--- config.mk ---
export PLATFORM = sky130hd
export DESIGN_NAME = srb_queue
export DESIGN_NICKNAME = d
export VERILOG_FILES = /design/src/sv/srb_pkg.sv /design/src/sv/srb_queue.sv
export SDC_FILE = /design/constraint.sdc
export NUM_CORES = 1
export LEC_CHECK = 0
export ABC_AREA = 1
export BUFFER_PORTS_ARGS = -buffer_cell sky130_fd_sc_hd__buf_2
export CAP_MARGIN = 5
export CORE_UTILIZATION = 57
export DETAILED_ROUTE_END_ITERATION = 7
export GPL_TIMING_DRIVEN = 1
export PLACE_DENSITY = 0.75
export SYNTH_ARGS = -nofsm -noshare
export SYNTH_HDL_FRONTEND = slang
export SYNTH_SLANG_ARGS = --single-unit
--- constraint.sdc ---
create_clock -name i_clk -period 3.1 [get_ports i_clk]
set_clock_uncertainty 0.2 [all_clocks]
set_input_delay 0.31 -clock i_clk [delete_from_list [all_inputs] [get_ports i_clk]]
set_output_delay 0.31 -clock i_clk [all_outputs]
set_load 0.005 [all_outputs]
--- src/sv/srb_pkg.sv ---
// ----------------------------------------------------------------------------
// Sample ring buffer package
// Shared constants, command and payload types for the sample ring buffer.
// ----------------------------------------------------------------------------
package srb_pkg;

    localparam int DEPTH       = 4096;
    localparam int ADDR_W      = $clog2(DEPTH);
    localparam int MAX_BURST   = 64;
    localparam int TAIL_WINDOW = 16;
    localparam int COUNT_W     = 7;
    localparam int QUEUE_DEPTH = 4;
    localparam int QUEUE_AW    = $clog2(QUEUE_DEPTH);
    localparam int QUEUE_CW    = $clog2(QUEUE_DEPTH + 1);

    localparam logic [1:0] MODE_WRITE = 2'd0;
    localparam logic [1:0] MODE_READ  = 2'd1;
    localparam logic [1:0] MODE_BURST = 2'd2;
    localparam logic [1:0] MODE_DIST  = 2'd3;

    localparam logic [ADDR_W-1:0] TAIL_START = ADDR_W'(DEPTH - TAIL_WINDOW);
    localparam logic [COUNT_W-1:0] BURST_MAX = COUNT_W'(MAX_BURST);

    typedef enum logic [1:0] {
        OP_WRITE,
        OP_READ,
        OP_BURST,
        OP_DIST
    } t_op;

    typedef struct packed {
        logic [1:0]         mode;
        logic [15:0]        address;
        logic signed [15:0] sample_in;
        logic [6:0]         count;
        logic [11:0]        interval;
        logic [11:0]        delay;
    } t_item;

    typedef struct packed {
        logic signed [15:0] sample_out;
        logic [11:0]        distance;
        logic               last;
    } t_result;

    typedef struct packed {
        t_op                op;
        logic [ADDR_W-1:0]  addr;
        logic signed [15:0] sample;
        logic [COUNT_W-1:0] count;
        logic [ADDR_W-1:0]  interval;
        logic [ADDR_W-1:0]  delay;
    } t_cmd;

endpackage

--- src/sv/srb_queue.sv ---
// ----------------------------------------------------------------------------
// Sample ring buffer command queue
// Short first-in first-out queue between the front end and the executor.
// ----------------------------------------------------------------------------
module srb_queue (
    input  logic          i_clk,
    input  logic          i_rst_n,
    input  logic          i_push,
    input  srb_pkg::t_cmd i_cmd,
    input  logic          i_pop,
    output logic          o_full,
    output logic          o_empty,
    output srb_pkg::t_cmd o_head
);
    import srb_pkg::*;

    localparam logic [QUEUE_CW-1:0] FULL_CNT = QUEUE_CW'(QUEUE_DEPTH);

    t_cmd                r_slot [QUEUE_DEPTH];
    logic [QUEUE_AW-1:0] r_wptr;
    logic [QUEUE_AW-1:0] r_rptr;
    logic [QUEUE_CW-1:0] r_cnt;
    logic [QUEUE_CW-1:0] n_cnt;

    assign o_full  = (r_cnt == FULL_CNT);
    assign o_empty = (r_cnt == '0);
    assign o_head  = r_slot[r_rptr];

    always_comb begin
        n_cnt = r_cnt;
        if (i_push && !i_pop) begin
            n_cnt = r_cnt + 1'b1;
        end else if (!i_push && i_pop) begin
            n_cnt = r_cnt - 1'b1;
        end
    end

    always_ff @(posedge i_clk) begin
        if (!i_rst_n) begin
            r_wptr <= '0;
            r_rptr <= '0;
            r_cnt  <= '0;
        end else begin
            r_cnt <= n_cnt;
            if (i_push) begin
                r_wptr <= r_wptr + 1'b1;
            end
            if (i_pop) begin
                r_rptr <= r_rptr + 1'b1;
            end
        end
    end

    always_ff @(posedge i_clk) begin
        if (i_push) begin
            r_slot[r_wptr] <= i_cmd;
        end
    end

endmodule

==> qor.txt, run 1 <==
Port Buffer Count: 127
Max Clk Rate: 0.362 GHz
Synth Flop Type: edfxtp_1
Syn avg cell area: 15.6 um2
Area taken by multi-input logic gates: 2210 um2
Detailed-route DRC error count: 0
Sequential-to-total area share from yosys stat: 74.5%
Minimum clock period: 2.76 ns
Pwr/cell area: 617 nW/um2
DIE HEIGHT: 135 um
Final WL: 20.5 mm
Antenna Cells: 0
Max Transition Viols Final: 0
Req. time, crit path: 2.59 ns
Fillers: 1110
CTS tree: done
Number of synthesized flops with an enable pin: 244
Largest net degree at the start of global routing: 62
Syn Nets: 718
Vias in the first global route: 6160
Worst path cell trace: inv_6, buf_12, nor2_1, o22ai_1, buf_2
Initial antenna violation count: 0
Most frequent cells in the layout: edfxtp_1, buf_2, o21ai_0, nor2_1, dlygate4sd3_1
Post-Syn Instances: 647
Crit path DAT: 2.25 ns
CP startpoint kind: flop
Worst min path class: reg -> reg
Setup-failing EPs final: 0
Setup Crit Path Kind: reg -> out
First-pass GRT wire length: 31.1 mm
Leakage: 4.35 nW
GP Congestion: 0.796
Clk_lat worst skew: 0.50 ns
Root buffer cell: clkbuf_16
Pre-CTS setup slack: 0.722 ns
Die ar.: 18200 um2
Commonest non-fill, non-tap cell in the layout: edfxtp_1
Initial Utilization: 58.3%
Vias per cell: 5.61
Seq cells post-synth: 253
Area growth syn-to-layout: 22.6%
Via count: 6093
Synth Warn #: 0
CP Capture Type: output pin
Post-DP HPWL: 11.2 mm
Final worst slack: 0.336 ns
Core ar.: 17300 um2
Normalized max-slew margin: 54.3%
Synthesized area: 10100 um2
Clock transition at path regs: 0.06 ns
Drt first pass iters: 5
Longest Clk Path Bufs: 3
1st-iter DRT viols: 404
Global route overflow: 0
Avg WL per Cell: 18.9 um
Hold slack: 0.258 ns
Final hold vios: 0
Die Wd: 135 um
Max H-tree Level: 1
TNS Setup: 0 ns
Top-Level Pins: 128
Measured slew at the worst slew-check pin: 0.685 ns
Maximum VDD drop: 0.609 mV
Share of cells above drive strength 1: 30.8%
Outcome: completed
Netlist cell types: 25
Row cnt: 48
CP max stage delay: 0.47 ns
Total routing usage reported by global routing: 22.4%
CP max FO: 45
Crit-path slowest cell: dfxtp_4
DRT antenna net count: 0
CTS Sinks: 253
Final period utilization: 89.2%
Async set-reset flop share out of synthesis: 0%
RSZ-0062 raised after global routing: false
Final nets: 915
Reg area: 7510 um2
Cts bufs inserted: 25
MaxCap Viol Count: 0
-- routing by layer --
metal	global-route usage, %	wire length (um)	vias up
met3	3.60	1220	30
li1	-	-	2822
met1	27.6	8290	3015
met4	6.62	310	0
met5	0	0	-
met2	40.8	10700	226
-- cell usage after synthesis, types with 9 or more instances --
master,instances,area share (%)
clkbuf_1,11,0.41
o22ai_2,40,5.0
o21ai_1,30,1.5
o22ai_1,21,1.3
inv_1,15,0.56
nor2_4,40,4.5
dfxtp_1,9,1.8
nor2_1,87,3.2
buf_2,16,0.79
nand2_1,9,0.34
o21ai_0,97,4.8
edfxtp_1,244,73
-- where the power goes --
group,internal [mW],switching [mW]
Combinational,0.325,0.463
Sequential,3.91,0.0522
Clock,1.73,1.15
-- timing repair --
| item | 4_1_cts | 5_1_grt |
|---|---|---|
| setup buffers | 0 | 1 |
| gates resized for setup | 0 | 0 |
| endpoints found under the hold margin | 253 | 0 |
| hold buffers | 64 | 0 |
| setup endpoints to repair | 0 | 1 |
-- kinds of logic after synthesis --
family                   count (synthesis)  synth area share (%)
flip-flops                             253                  74.5
AO/OA/AOI/OAI                          193                  12.9
AND/OR/NAND/NOR                        140                  8.26
buffers and inverters                   55                  3.55
adder cells (fa/ha/maj)                  6                 0.820
-- critical path: cells and delay by family (launching register included) --
family	cells	cell delay [ns]
buffers and inverters	3	0.90
and+or+nand+nor	1	0.06
DFF	1	0.47
AOI/OAI and AO/OA	1	0.25
-- cell type report --
class,count,share of cell area (%)
clock buffer,32,5.28
clock inverter,12,1.07
inverter,17,0.567
multi-input combinational,339,17.9
sequential,253,60.8
tap,225,2.28
timing repair buffer,208,12.1
-- registers in the layout (all words and copies together) (netlist names), named ones only --
register / cells
r_cnt: 3
r_rptr: 2
r_wptr: 2
r_slot: 244
-- path summary, 6_finish.rpt --
kind                            slack (ns)      start            end  cells after the start
worst max-delay path                  0.34       flop     o_head[22]                      5
worst min-delay path                  0.26  r_rptr[1]           flop                      1
worst max register to register        1.16  r_wptr[0]  r_slot[2][38]                      5
worst min register to register        0.26  r_rptr[1]           flop                      1
-- stage by stage --
stage / utilization (%) / instance area, um2 / instances / total power, mW
floorplan: - / 10100 / 647 / 4.45
global placement: 63.0 / 10900 / 977 / 4.71
detailed placement: 63.0 / 10900 / 977 / 4.74
CTS: 71.3 / 12300 / 1085 / 7.67
global route: 71.4 / 12400 / 1086 / 7.87
finish: 71.4 / 12400 / 1086 / 7.62
(Power assumes the default switching activity.)
==> run 2: changes to the inputs <==
Settings changed: PLACE_DENSITY 0.75 to not set, PLACE_DENSITY_LB_ADDON set to 0.2.
==> qor.txt, run 2 (synthesis gave the netlist of run 1 again) <==
Post-CTS setup buffer count: 0 (unchanged)
First-pass GRT wire length: 31.9 mm (+2.4%)
Post-route insts no fill: 1088 (+0.18%)
Total routing usage reported by global routing: 23.0% (+0.58 points)
Port Buffer Count: 127 (unchanged)
Final hold vios: 0 (unchanged)
Core ar.: 17300 um2 (unchanged)
1st-iter DRT viols: 446 (+10%)
Final WL: 20.6 mm (+0.57%)
Outcome: completed
Avg WL per Cell: 19.0 um (+0.38%)
Int Pwr: 6.15 mW (+3.3%)
Inst Count DP: 976 (-0.10%)
Vias in the first global route: 6434 (+4.4%)
GP Congestion: 0.712 (-11%)
Hold_sp: r_rptr[1]
Row cnt: 48 (unchanged)
Root buffer cell: clkbuf_16
Measured slew at the worst slew-check pin: 0.950 ns (+0.265 ns)
Req. time, crit path: 2.59 ns (about the same)
Share of cells above drive strength 1: 31.2% (+0.39 points)
Setup Crit Path Kind: reg -> out
Area taken by multi-input logic gates: 2210 um2 (unchanged)
CTS tree: done
Comb pwr share: 10.1% (-0.2 points)
Commonest non-fill, non-tap cell in the layout: edfxtp_1
Post-DP HPWL: 10.8 mm (-3.5%)
NetSw: 1.73 mW (+4.1%)
Die Wd: 135 um (unchanged)
Most flops, register: r_slot
Clock transition at path regs: 0.06 ns (about the same)
CP max FO: 61 (+36%)
Drt first pass iters: 4 (-1)
Via count: 6104 (+0.18%)
Cts bufs inserted: 26 (+4.0%)
Max H-tree Level: 1 (unchanged)
Reg area: 7510 um2 (unchanged)
Pwr/cell area: 635 nW/um2 (+2.9%)
Net Sw Frac: 21.9% (+0.13 points)
Antenna Cells: 0 (unchanged)
Area growth syn-to-layout: 23.2%
CP Capture Type: output pin
MaxCap Viol Count: 0 (unchanged)
Global route overflow: 0 (unchanged)
Maximum VDD drop: 0.668 mV (+9.7%)
Initial antenna violation count: 0 (unchanged)
RSZ-0062 raised after global routing: false
Final nets: 914 (-0.11%)
Max Clk Rate: 0.363 GHz (+0.30%)
DIE HEIGHT: 135 um (unchanged)
DRT antenna net count: 0 (unchanged)
Final period utilization: 88.9% (-0.27 points)
Final instance area: 12400 um2 (+0.51%)
CTS Sinks: 253 (unchanged)
Initial Utilization: 58.3% (unchanged)
Longest Clk Path Bufs: 3 (unchanged)
Die ar.: 18200 um2 (unchanged)
Worst min path class: reg -> reg
Sequential Power Share: 50.1% (-1.9 points)
Max Transition Viols Final: 0 (unchanged)
TNS Setup: 0 ns (unchanged)
Clk_lat worst skew: 0.51 ns (about the same)
Crit path DAT: 2.25 ns (about the same)
Minimum clock period: 2.76 ns (-0.00822 ns)
Most frequent cells in the layout: edfxtp_1, buf_2, o21ai_0, nor2_1, dlygate4sd3_1
Critical R2R Launch: r_wptr[0]
Setup-failing EPs final: 0 (unchanged)
Clock power share: 39.8% (+2.1 points)
Max reg flops: 244 (unchanged)
CTS-repair resized insts: 0 (unchanged)
Fillers: 1125 (+1.4%)
Vias per cell: 5.61 (about the same)
Normalized max-slew margin: 36.6% (-18 points)
Tot Pwr: 7.88 mW (+3.4%)
Top-Level Pins: 128 (unchanged)
Largest regs: r_slot (244), r_cnt (3)
Largest net degree at the start of global routing: 123 (+98%)
CP startpoint kind: flop
Area of placed instances: 10900 um2 (about the same)
Detailed-route DRC error count: 0 (unchanged)
Leakage: 4.38 nW (+0.61%)
[run 2: cell types whose count changed in the layout (fill, tap and decap cells not counted), sizes merged]
cell,change
clkinvlp,+1
bufinv,+1
inv,+1
buf,-2
clkbuf,+1
[run 2: cell type report]
class	count	share of cell area (%)
inverter	17	0.564
clock buffer	33	5.62
multi-input combinational	339	17.8
clock inverter	15	1.42
tap	225	2.27
sequential	253	60.5
timing repair buffer	206	11.8
[run 2: metal layers]
| layer | vias to the layer above | part of all wire (%) | track usage, % | wire [um] |
|---|---|---|---|---|
| met5 | - | 0 | 0 | 0 |
| met1 | 3069 | 40 | 28.0 | 8310 |
| met4 | 0 | 2.0 | 8.86 | 418 |
| met3 | 31 | 4.9 | 3.30 | 1000 |
| met2 | 186 | 53 | 41.5 | 10900 |
| li1 | 2818 | - | - | - |
[run 2: metrics by stage]
| stage | worst slack (ns) | hold WS, ns | util [%] |
|---|---|---|---|
| 6_report | 0.344 | 0.256 | 71.8 |
| 5_1_grt | 0.195 | 0.278 | 71.8 |
| 4_1_cts | 0.274 | 0.248 | 71.8 |
| 3_3_place_gp | 0.894 | 0.226 | 63.0 |
| 2_1_floorplan | 0.709 | 0.209 | - |
| 3_5_place_dp | 0.840 | 0.239 | 63.0 |
[run 2: what timing repair did]
| action | CTS | global route |
|---|---|---|
| endpoints found under the setup margin | 0 | 0 |
| hold buffers | 64 | 0 |
| hold endpoints to repair | 253 | 0 |
[run 2: path summary, 6_finish.rpt]
check	to	slack [ns]	cells after the start
max	o_head[10]	0.34	4
max reg2reg	r_slot[0][21]	1.06	5
min reg2reg	flop	0.26	1
min	flop	0.26	1
[run 2: critical path, cell delays in order (launching register included)]
cell      delay, ns
dfxtp_2        0.33
clkinv_2       0.72
o21ai_0        0.42
o22ai_2        0.12
buf_2          0.14
[run 2: power groups by stage]
stage          sequential [mW]  combinational (mW)  clock, mW
6_report                  3.95               0.795       3.14
5_1_grt                   3.96               0.867       3.31
4_1_cts                   3.95               0.797       3.18
3_5_place_dp              4.02               0.726          0
3_3_place_gp              4.01               0.698          0
2_1_floorplan             4.02               0.437          0
