[config.mk]
export PLATFORM = sky130hd
export DESIGN_NAME = srb_front
export DESIGN_NICKNAME = d
export VERILOG_FILES = /design/src/sv/srb_pkg.sv /design/src/sv/srb_front.sv
export SDC_FILE = /design/constraint.sdc
export NUM_CORES = 1
export LEC_CHECK = 0
export BUFFER_PORTS_ARGS = -buffer_cell sky130_fd_sc_hd__buf_2
export CORE_MARGIN = 4
export CORE_UTILIZATION = 22
export DETAILED_ROUTE_END_ITERATION = 12
export PLACE_DENSITY_LB_ADDON = 0.25
export SETUP_SLACK_MARGIN = 0.02
export SYNTH_ARGS = -nofsm -noshare
export SYNTH_HDL_FRONTEND = slang
export SYNTH_SLANG_ARGS = --single-unit
[constraint.sdc]
create_clock -name vclk -period 0.8
set_input_delay 0.16 -clock vclk [all_inputs]
set_output_delay 0.16 -clock vclk [all_outputs]
set_load 0.05 [all_outputs]
[src/sv/srb_pkg.sv]
// ----------------------------------------------------------------------------
// Sample ring buffer package
// Shared constants, command and payload types for the sample ring buffer.
// ----------------------------------------------------------------------------
package srb_pkg;

    localparam int DEPTH       = 4096;
    localparam int ADDR_W      = $clog2(DEPTH);
    localparam int MAX_BURST   = 64;
    localparam int TAIL_WINDOW = 16;
    localparam int COUNT_W     = 7;
    localparam int QUEUE_DEPTH = 4;
    localparam int QUEUE_AW    = $clog2(QUEUE_DEPTH);
    localparam int QUEUE_CW    = $clog2(QUEUE_DEPTH + 1);

    localparam logic [1:0] MODE_WRITE = 2'd0;
    localparam logic [1:0] MODE_READ  = 2'd1;
    localparam logic [1:0] MODE_BURST = 2'd2;
    localparam logic [1:0] MODE_DIST  = 2'd3;

    localparam logic [ADDR_W-1:0] TAIL_START = ADDR_W'(DEPTH - TAIL_WINDOW);
    localparam logic [COUNT_W-1:0] BURST_MAX = COUNT_W'(MAX_BURST);

    typedef enum logic [1:0] {
        OP_WRITE,
        OP_READ,
        OP_BURST,
        OP_DIST
    } t_op;

    typedef struct packed {
        logic [1:0]         mode;
        logic [15:0]        address;
        logic signed [15:0] sample_in;
        logic [6:0]         count;
        logic [11:0]        interval;
        logic [11:0]        delay;
    } t_item;

    typedef struct packed {
        logic signed [15:0] sample_out;
        logic [11:0]        distance;
        logic               last;
    } t_result;

    typedef struct packed {
        t_op                op;
        logic [ADDR_W-1:0]  addr;
        logic signed [15:0] sample;
        logic [COUNT_W-1:0] count;
        logic [ADDR_W-1:0]  interval;
        logic [ADDR_W-1:0]  delay;
    } t_cmd;

endpackage

[src/sv/srb_front.sv]
// ----------------------------------------------------------------------------
// Sample ring buffer front end
// Accepts transactions, decodes the mode, reduces the address to the ring
// and saturates the burst count before queueing the command.
// ----------------------------------------------------------------------------
module srb_front (
    input  logic          i_start,
    input  srb_pkg::t_item i_item,
    input  logic          i_full,
    output logic          o_busy,
    output logic          o_push,
    output srb_pkg::t_cmd o_cmd
);
    import srb_pkg::*;

    always_comb begin
        o_busy        = i_full;
        o_push        = i_start && !i_full;
        o_cmd.addr    = i_item.address[ADDR_W-1:0];
        o_cmd.sample  = i_item.sample_in;
        o_cmd.interval = i_item.interval[ADDR_W-1:0];
        o_cmd.delay   = i_item.delay[ADDR_W-1:0];
        o_cmd.count   = (i_item.count > BURST_MAX) ? BURST_MAX : i_item.count;
        unique case (i_item.mode)
            MODE_WRITE: o_cmd.op = OP_WRITE;
            MODE_READ:  o_cmd.op = OP_READ;
            MODE_BURST: o_cmd.op = OP_BURST;
            MODE_DIST:  o_cmd.op = OP_DIST;
            default:    o_cmd.op = OP_WRITE;
        endcase
    end

endmodule

==> results of run 1 <==
==> cell type report <==
type	instances	area [sq um]	area share [%]
tap	27	33.78	14.67
timing repair buffer	18	135.1	58.70
multi-input combinational	7	61.31	26.63
==> synthesized netlist by cell type <==
| cell | count |
|---|---|
| buf_4 | 53 |
| clkbuf_1 | 3 |
| nor2b_1 | 7 |
==> logic make-up after synthesis <==
kind of cell / after synthesis / synth area share, %
buf+inv: 56 / 90.33
simple gates: 7 / 9.668
==> repair_timing <==
| action | 4_1_cts | 5_1_grt |
|---|---|---|
| endpoints found under the setup margin | 7 | 6 |
| endpoints found under the hold margin | 0 | 0 |
| buffers inserted | 0 | 0 |
| gates resized for setup | 10 | 5 |
| cloned | 0 | 0 |
==> worst paths after layout <==
| path | from | to | slack, ps |
|---|---|---|---|
| min | i_item[0] | o_cmd[0] | 320 |
| max | i_item[30] | o_cmd[25] | 30 |
==> where the power goes <==
part           internal (mW)  switching [mW]  leakage (nW)
clock                      0               0             0
sequential                 0               0             0
combinational         0.0684           0.114         0.109
==> per-stage QoR <==
step / hold WS (ps) / worst slack (ps) / util [%] / instance area (sq um)
after global routing: 320.1 / 11.21 / 11.73 / 230.2
after global placement: 320.3 / -56.65 / 9.439 / 185.2
final: 320.0 / 33.42 / 11.73 / 230.2
after CTS: 320.3 / 20.09 / 10.84 / 212.7
after floorplan: 415.2 / 26.70 / - / 470.5
after detailed placement: 320.3 / -66.64 / 9.439 / 185.2
==> metal layers <==
layer  track usage [%]  vias up
li1                  -       57
met2             6.531       52
met4             7.234        0
met1            0.8251       76
met5                 0        -
met3             5.634       18
==> reports/metrics.csv, run 1 <==
stage,metric,value,unit
drt,vias per inst,3.904,
place,GPL Wtd Cong,0.4321,
setup_path,"Slowest-stage cell, CP",buf_6,
drt,Routed WL,892,um
synthesis,post-synth top area share,87.85,%
timing,"Hold Vio Cnt, Final",0,
drt,post-route antenna net violation count,0,
global_routing,pin count of the biggest net entering global routing,8,
pwr,power density cells,792.4,nW/um^2
setup_path,CP Buf/Inv Count,2,
status,status,"finished, final reports clean",
floorplanning,die height,53.38,um
drt,wl on met1,137,um
synthesis,"area leader, netlist",buf_4,
synthesis,syn_nets,130,
drt,Routed met2 length,358,um
drt,post-DR wirelength/cell,17.15,um
synthesis,Area contributors post-synth,"buf_4, nor2b_1, clkbuf_1",
timing,setup TNS,0,ps
drt,met3 wire length,285,um
drt,drt drc,0,
finish,Layout area overhead,-49.17,%
floorplanning,die area,2849,sq um
clock_network,hold_buf cts,0,
timing,Fmax achieved,1305,MHz
timing,Tcrit/Tclk final,95.82,%
place,Placed Cells,52,
finish,ratio of cells with drive above 1 in the final layout,100.0,%
finish,Layout Nets,94,
setup_path,crit-path cells,buf_4 -> nor2b_2 -> buf_6,
flow_run,Max Cap Viol,0,
pwr,Final Total Pwr,0.1824,mW
pwr,Peak VDD IR,0.1198,mV
setup_path,crit path max fanout,7,
floorplanning,Initial Utilization,23.09,%
global_routing,GR Util All Layers,4.282,%
global_routing,GRT overflow,0,
finish,"commonest non-fill, non-tap cell in the layout",buf_2,
global_routing,first-pass GRT wire length,862,um
drt,initial drt markers,0,
timing,final setup fails,0,
setup_path,family with the most delay on the worst path,buffers and inverters,
timing,Worst-Margin Slew,249.2,ps
timing,Slew HR,83.50,%
floorplanning,Rows,16,
synthesis,"Cell Area, Synth",452.9,sq um
synthesis,post-synthesis cell type count,3,
setup_path,Crit path required time,640,ps
drt,top layer in use,met4,
worst_hold_path,Cells on Worst Hold Path,0,
pwr,Pleak,0.1089,nW
setup_path,Worst Setup End Kind,primary output,
drt,TritonRoute pass-1 iters,1,
setup_path,critical path class,in -> out,
synthesis,"Seq/Total Area, Yosys",0,%
floorplanning,Die Width,53.38,um
timing,RSZ-0062 raised after global routing,true,
place,Buffers on Ports,18,
drt,Vias,203,
timing,fin crit period,766.6,ps
synthesis,Syn Area/Cell,7.189,sq um
worst_hold_path,worst min-delay path class,in -> out,
setup_path,CP Depth,3,
setup_path,max incr delay on CP,170,ps
setup_path,CP Launch Type,input pin,
floorplanning,I/O pins,130,
finish,Reg area,0,sq um
finish,Non-Filler Instances,52,
finish,fill count,231,
finish,clkbuf count,0,
floorplanning,Core Area,1962,sq um
finish,# diodes,0,
synthesis,warnings from Yosys,0,
setup_path,Critical Path AT,610,ps
timing,Final Max Slew Viols,0,
global_routing,initial antenna violation count,0,
finish,most frequent cells in the layout,"buf_2, nor2b_2, buf_6",
finish,FF+latch count,0,
synthesis,Synth Instances,63,
global_routing,vias in the first global route,157,
Note: power is estimated with default switching activity, not from simulation.
==> run 2, diff against run 1 <==
--- a/config.mk
+++ b/config.mk
@@ -6,7 +6,7 @@
 export NUM_CORES = 1
 export LEC_CHECK = 0
 export BUFFER_PORTS_ARGS = -buffer_cell sky130_fd_sc_hd__buf_2
-export CORE_MARGIN = 4
+export CORE_MARGIN = 5
 export CORE_UTILIZATION = 22
 export DETAILED_ROUTE_END_ITERATION = 12
 export PLACE_DENSITY_LB_ADDON = 0.25
==> run 2 against run 1 <==
Compared with the run above: first-iteration DRC count up 1; final cell count unchanged; flip-flop and latch count unchanged; sequential share of layout area unchanged; setup slack worse by 4.0 ps; global-route usage up 0.35 points; highest routed layer unchanged.
==> reports/metrics.csv, run 2 (synthesis gave the netlist of run 1 again) <==
stage,metric,value,unit
status,status,"finished, final reports clean",
global_routing,GR Util All Layers,4.634,%
finish,clkbuf count,0,
timing,Worst-Margin Slew,251.8,ps
pwr,Final Total Pwr,0.1820,mW
floorplanning,Initial Utilization,23.09,%
drt,Vias,203,
global_routing,initial antenna violation count,0,
setup_path,max incr delay on CP,170,ps
timing,Slew HR,83.33,%
finish,"commonest non-fill, non-tap cell in the layout",buf_2,
timing,Fmax achieved,1298,MHz
floorplanning,die height,55.38,um
finish,FF+latch count,0,
worst_hold_path,worst min-delay path class,in -> out,
place,Buffers on Ports,18,
place,GPL Wtd Cong,0.7013,
timing,Tcrit/Tclk final,96.33,%
timing,Final Max Slew Viols,0,
setup_path,"Slowest-stage cell, CP",buf_6,
drt,TritonRoute pass-1 iters,2,
finish,Layout Nets,94,
floorplanning,Rows,16,
global_routing,GRT overflow,0,
global_routing,vias in the first global route,223,
finish,ratio of cells with drive above 1 in the final layout,100.0,%
global_routing,pin count of the biggest net entering global routing,8,
setup_path,Critical Path AT,610,ps
setup_path,crit path max fanout,7,
finish,Reg area,0,sq um
drt,initial drt markers,1,
pwr,Pleak,0.1080,nW
timing,final setup fails,0,
drt,vias per inst,3.904,
drt,post-DR wirelength/cell,17.48,um
pwr,Peak VDD IR,0.1117,mV
setup_path,Worst Setup End Kind,primary output,
setup_path,critical path class,in -> out,
drt,drt drc,0,
floorplanning,I/O pins,130,
clock_network,CTS resizes,9,
floorplanning,Core Area,1962,sq um
pwr,power density cells,799.4,nW/um^2
timing,RSZ-0062 raised after global routing,true,
finish,Layout area overhead,-49.72,%
finish,most frequent cells in the layout,"buf_2, nor2b_2, buf_6",
clock_network,postcts setup bufs,0,
floorplanning,Die Width,55.38,um
timing,fin crit period,770.6,ps
flow_run,Max Cap Viol,0,
setup_path,crit-path cells,buf_4 -> nor2b_2 -> buf_6,
clock_network,hold_buf cts,0,
drt,post-route antenna net violation count,0,
timing,setup TNS,0,ps
global_routing,first-pass GRT wire length,1.145,mm
setup_path,Crit path required time,640,ps
drt,Routed WL,909,um
timing,"Hold Vio Cnt, Final",0,
finish,# diodes,0,
floorplanning,die area,3066,sq um
setup_path,CP Launch Type,input pin,
## run 2: path summary, 6_finish.rpt
| kind | slack (ps) | depth (start not counted) | from | end |
|---|---|---|---|---|
| worst max-delay path | 30 | 3 | i_item[30] | o_cmd[25] |
| worst min-delay path | 320 | 0 | i_item[53] | o_cmd[53] |
## run 2: through the flow
step           area [sq um]  utilization [%]  hold slack, ps  setup slack (ps)  cells
3_5_place_dp          185.2            9.439           320.3            -71.54     52
6_report              227.7            11.61           320.0             29.39     52
4_1_cts               210.2            10.71           320.3             22.17     52
3_3_place_gp          185.2            9.439           320.3            -75.91     52
5_1_grt               227.7            11.61           320.1             4.773     52
2_1_floorplan         470.5                -           415.2             26.70     63
## run 2: layout make-up
type / instances / area (sq um)
Fill cell: 227 / 1734
Timing Repair Buffer: 18 / 132.6
Multi-Input combinational cell: 7 / 61.31
Tap cell: 27 / 33.78
## run 2: layer usage
metal	GRT usage, %	wire, um	up-vias
met1	0.6868	113	68
met3	6.993	296	26
met4	8.333	140	0
li1	-	-	57
met2	6.419	359	52
met5	0	0	-
## run 2: where the power goes
part | internal [mW] | total (mW) | switching [mW]
Sequential | 0 | 0 | 0
Combinational | 0.0669 | 0.182 | 0.115
Clock | 0 | 0 | 0
Total | 0.0669 | 0.182 | 0.115
## run 2: critical path, delay by kind of cell
kind                   cells  cell delay, ps
and+or+nand+nor            1             140
buffers and inverters      2             310
==> run 3, diff against run 2 <==
--- a/config.mk
+++ b/config.mk
@@ -9,7 +9,7 @@
 export CORE_MARGIN = 5
 export CORE_UTILIZATION = 22
 export DETAILED_ROUTE_END_ITERATION = 12
-export PLACE_DENSITY_LB_ADDON = 0.25
+export PLACE_DENSITY = 0.93
 export SETUP_SLACK_MARGIN = 0.02
 export SYNTH_ARGS = -nofsm -noshare
 export SYNTH_HDL_FRONTEND = slang
==> run 3 against run 2 <==
Compared with the run above: global-route usage increased by 0.24 points; final cell count unchanged; utilization increased by 0.064 points; wire length increased by 2.5%.
==> reports/metrics.csv, run 3 (synthesis gave the netlist of run 1 again) <==
stage,metric,value,unit
status,status,"finished, final reports clean",
pwr,Sw Pwr,0.1152,mW
flow_run,Max Cap Viol,0,
timing,Worst-Margin Slew,249.4,ps
setup_path,CP Buf/Inv Count,2,
pwr,switching power share of the total,63.18,%
drt,drt drc,0,
drt,TritonRoute pass-1 iters,1,
place,Buffers on Ports,18,
timing,RSZ-0062 raised after global routing,true,
finish,Final Cell Area,229.0,sq um
pwr,Peak VDD IR,0.1348,mV
timing,setup TNS,0,ps
finish,Layout area overhead,-49.45,%
floorplanning,Core Area,1962,sq um
global_routing,GRT overflow,0,
finish,Reg area,0,sq um
timing,fin crit period,784.7,ps
setup_path,Worst Setup End Kind,primary output,
clock_network,postcts setup bufs,0,
floorplanning,die height,55.38,um
pwr,power density cells,796.7,nW/um^2
worst_hold_path,hold path endpoint,o_cmd[43],
floorplanning,Die Width,55.38,um
finish,most frequent cells in the layout,"buf_2, nor2b_2, buf_6",
global_routing,initial antenna violation count,0,
floorplanning,die area,3066,sq um
finish,post-route core utilization,11.67,%
finish,"commonest non-fill, non-tap cell in the layout",buf_2,
pwr,Pleak,0.1111,nW
pwr,Comb power frac,100.0,%
worst_hold_path,HP Start,i_item[43],
global_routing,first-pass GRT wire length,1.179,mm
timing,final setup fails,0,
finish,Layout Nets,94,
drt,Vias,196,
place,placed instance area,185.2,sq um
setup_path,CP Launch Type,input pin,
setup_path,critical path class,in -> out,
timing,Fmax achieved,1274,MHz
timing,Slew HR,83.49,%
setup_path,family with the most delay on the worst path,buffers and inverters,
finish,clkbuf count,0,
drt,Routed WL,932,um
global_routing,GR Util All Layers,4.873,%
setup_path,"Slowest-stage cell, CP",buf_6,
pwr,Flop pwr share,0,%
worst_hold_path,worst min-delay path class,in -> out,
setup_path,max incr delay on CP,170,ps
global_routing,pin count of the biggest net entering global routing,8,
floorplanning,Rows,16,
global_routing,vias in the first global route,204,
setup_path,crit-path cells,buf_4 -> nor2b_2 -> buf_6,
timing,"Hold Vio Cnt, Final",0,
finish,FF+latch count,0,
drt,post-DR wirelength/cell,17.92,um
setup_path,crit path max fanout,7,
finish,ratio of cells with drive above 1 in the final layout,100.0,%
floorplanning,I/O pins,130,
place,GPL Wtd Cong,0.5898,
setup_path,Crit path required time,640,ps
floorplanning,Initial Utilization,23.09,%
worst_hold_path,Cells on Worst Hold Path,0,
pwr,Int Pwr,0.06717,mW
timing,Tcrit/Tclk final,98.09,%
timing,Final Max Slew Viols,0,
finish,# diodes,0,
drt,initial drt markers,0,
pwr,Clk pwr share,0,%
setup_path,Critical Path AT,620,ps
timing,Hold Slack,320.0,ps
drt,post-route antenna net violation count,0,
drt,vias per inst,3.769,
-- run 3: repair_timing --
item	CTS	global route
resized for setup	10	4
hold buffers	0	0
endpoints found under the setup margin	7	5
pin swaps	0	0
-- run 3: cell type report --
cell class / count / area (sq um)
fill: 232 / 1733
timing repair buffer: 18 / 128.9
multi-input combinational: 7 / 66.31
tap: 27 / 33.78
-- run 3: through the flow --
step	power (mW)	std cells	setup WS (ps)
after floorplan	0.8338	63	26.70
after global placement	0.1569	52	-55.48
after detailed placement	0.1586	52	-77.32
after CTS	0.1767	52	21.62
after global routing	0.1891	52	-4.369
final	0.1824	52	15.30
-- run 3: power by group through the flow --
stage	Clock, mW	Sequential, mW	Combinational, mW
after floorplan	0	0	0.834
after global placement	0	0	0.157
after detailed placement	0	0	0.159
after CTS	0	0	0.177
after global routing	0	0	0.189
final	0	0	0.182
-- run 3: worst max path at each step --
stage                from   endpoint  slack, ps  cells after the start
2_1_floorplan  i_item[24]  o_cmd[24]         30                      1
3_3_place_gp   i_item[30]  o_cmd[25]        -60                      3
3_5_place_dp   i_item[30]  o_cmd[27]        -80                      3
4_1_cts        i_item[30]  o_cmd[27]         20                      3
5_1_grt        i_item[30]  o_cmd[25]         -4                      3
6_report       i_item[30]  o_cmd[25]         20                      3
-- run 3: metal layers --
layer / part of all wire, % / GRT usage, % / wire length (um) / vias up
li1: - / - / - / 57
met1: 12 / 0.4121 / 113 / 56
met2: 36 / 6.081 / 339 / 51
met3: 34 / 7.226 / 315 / 32
met4: 17 / 11.11 / 163 / 0
met5: 0 / 0 / 0 / -
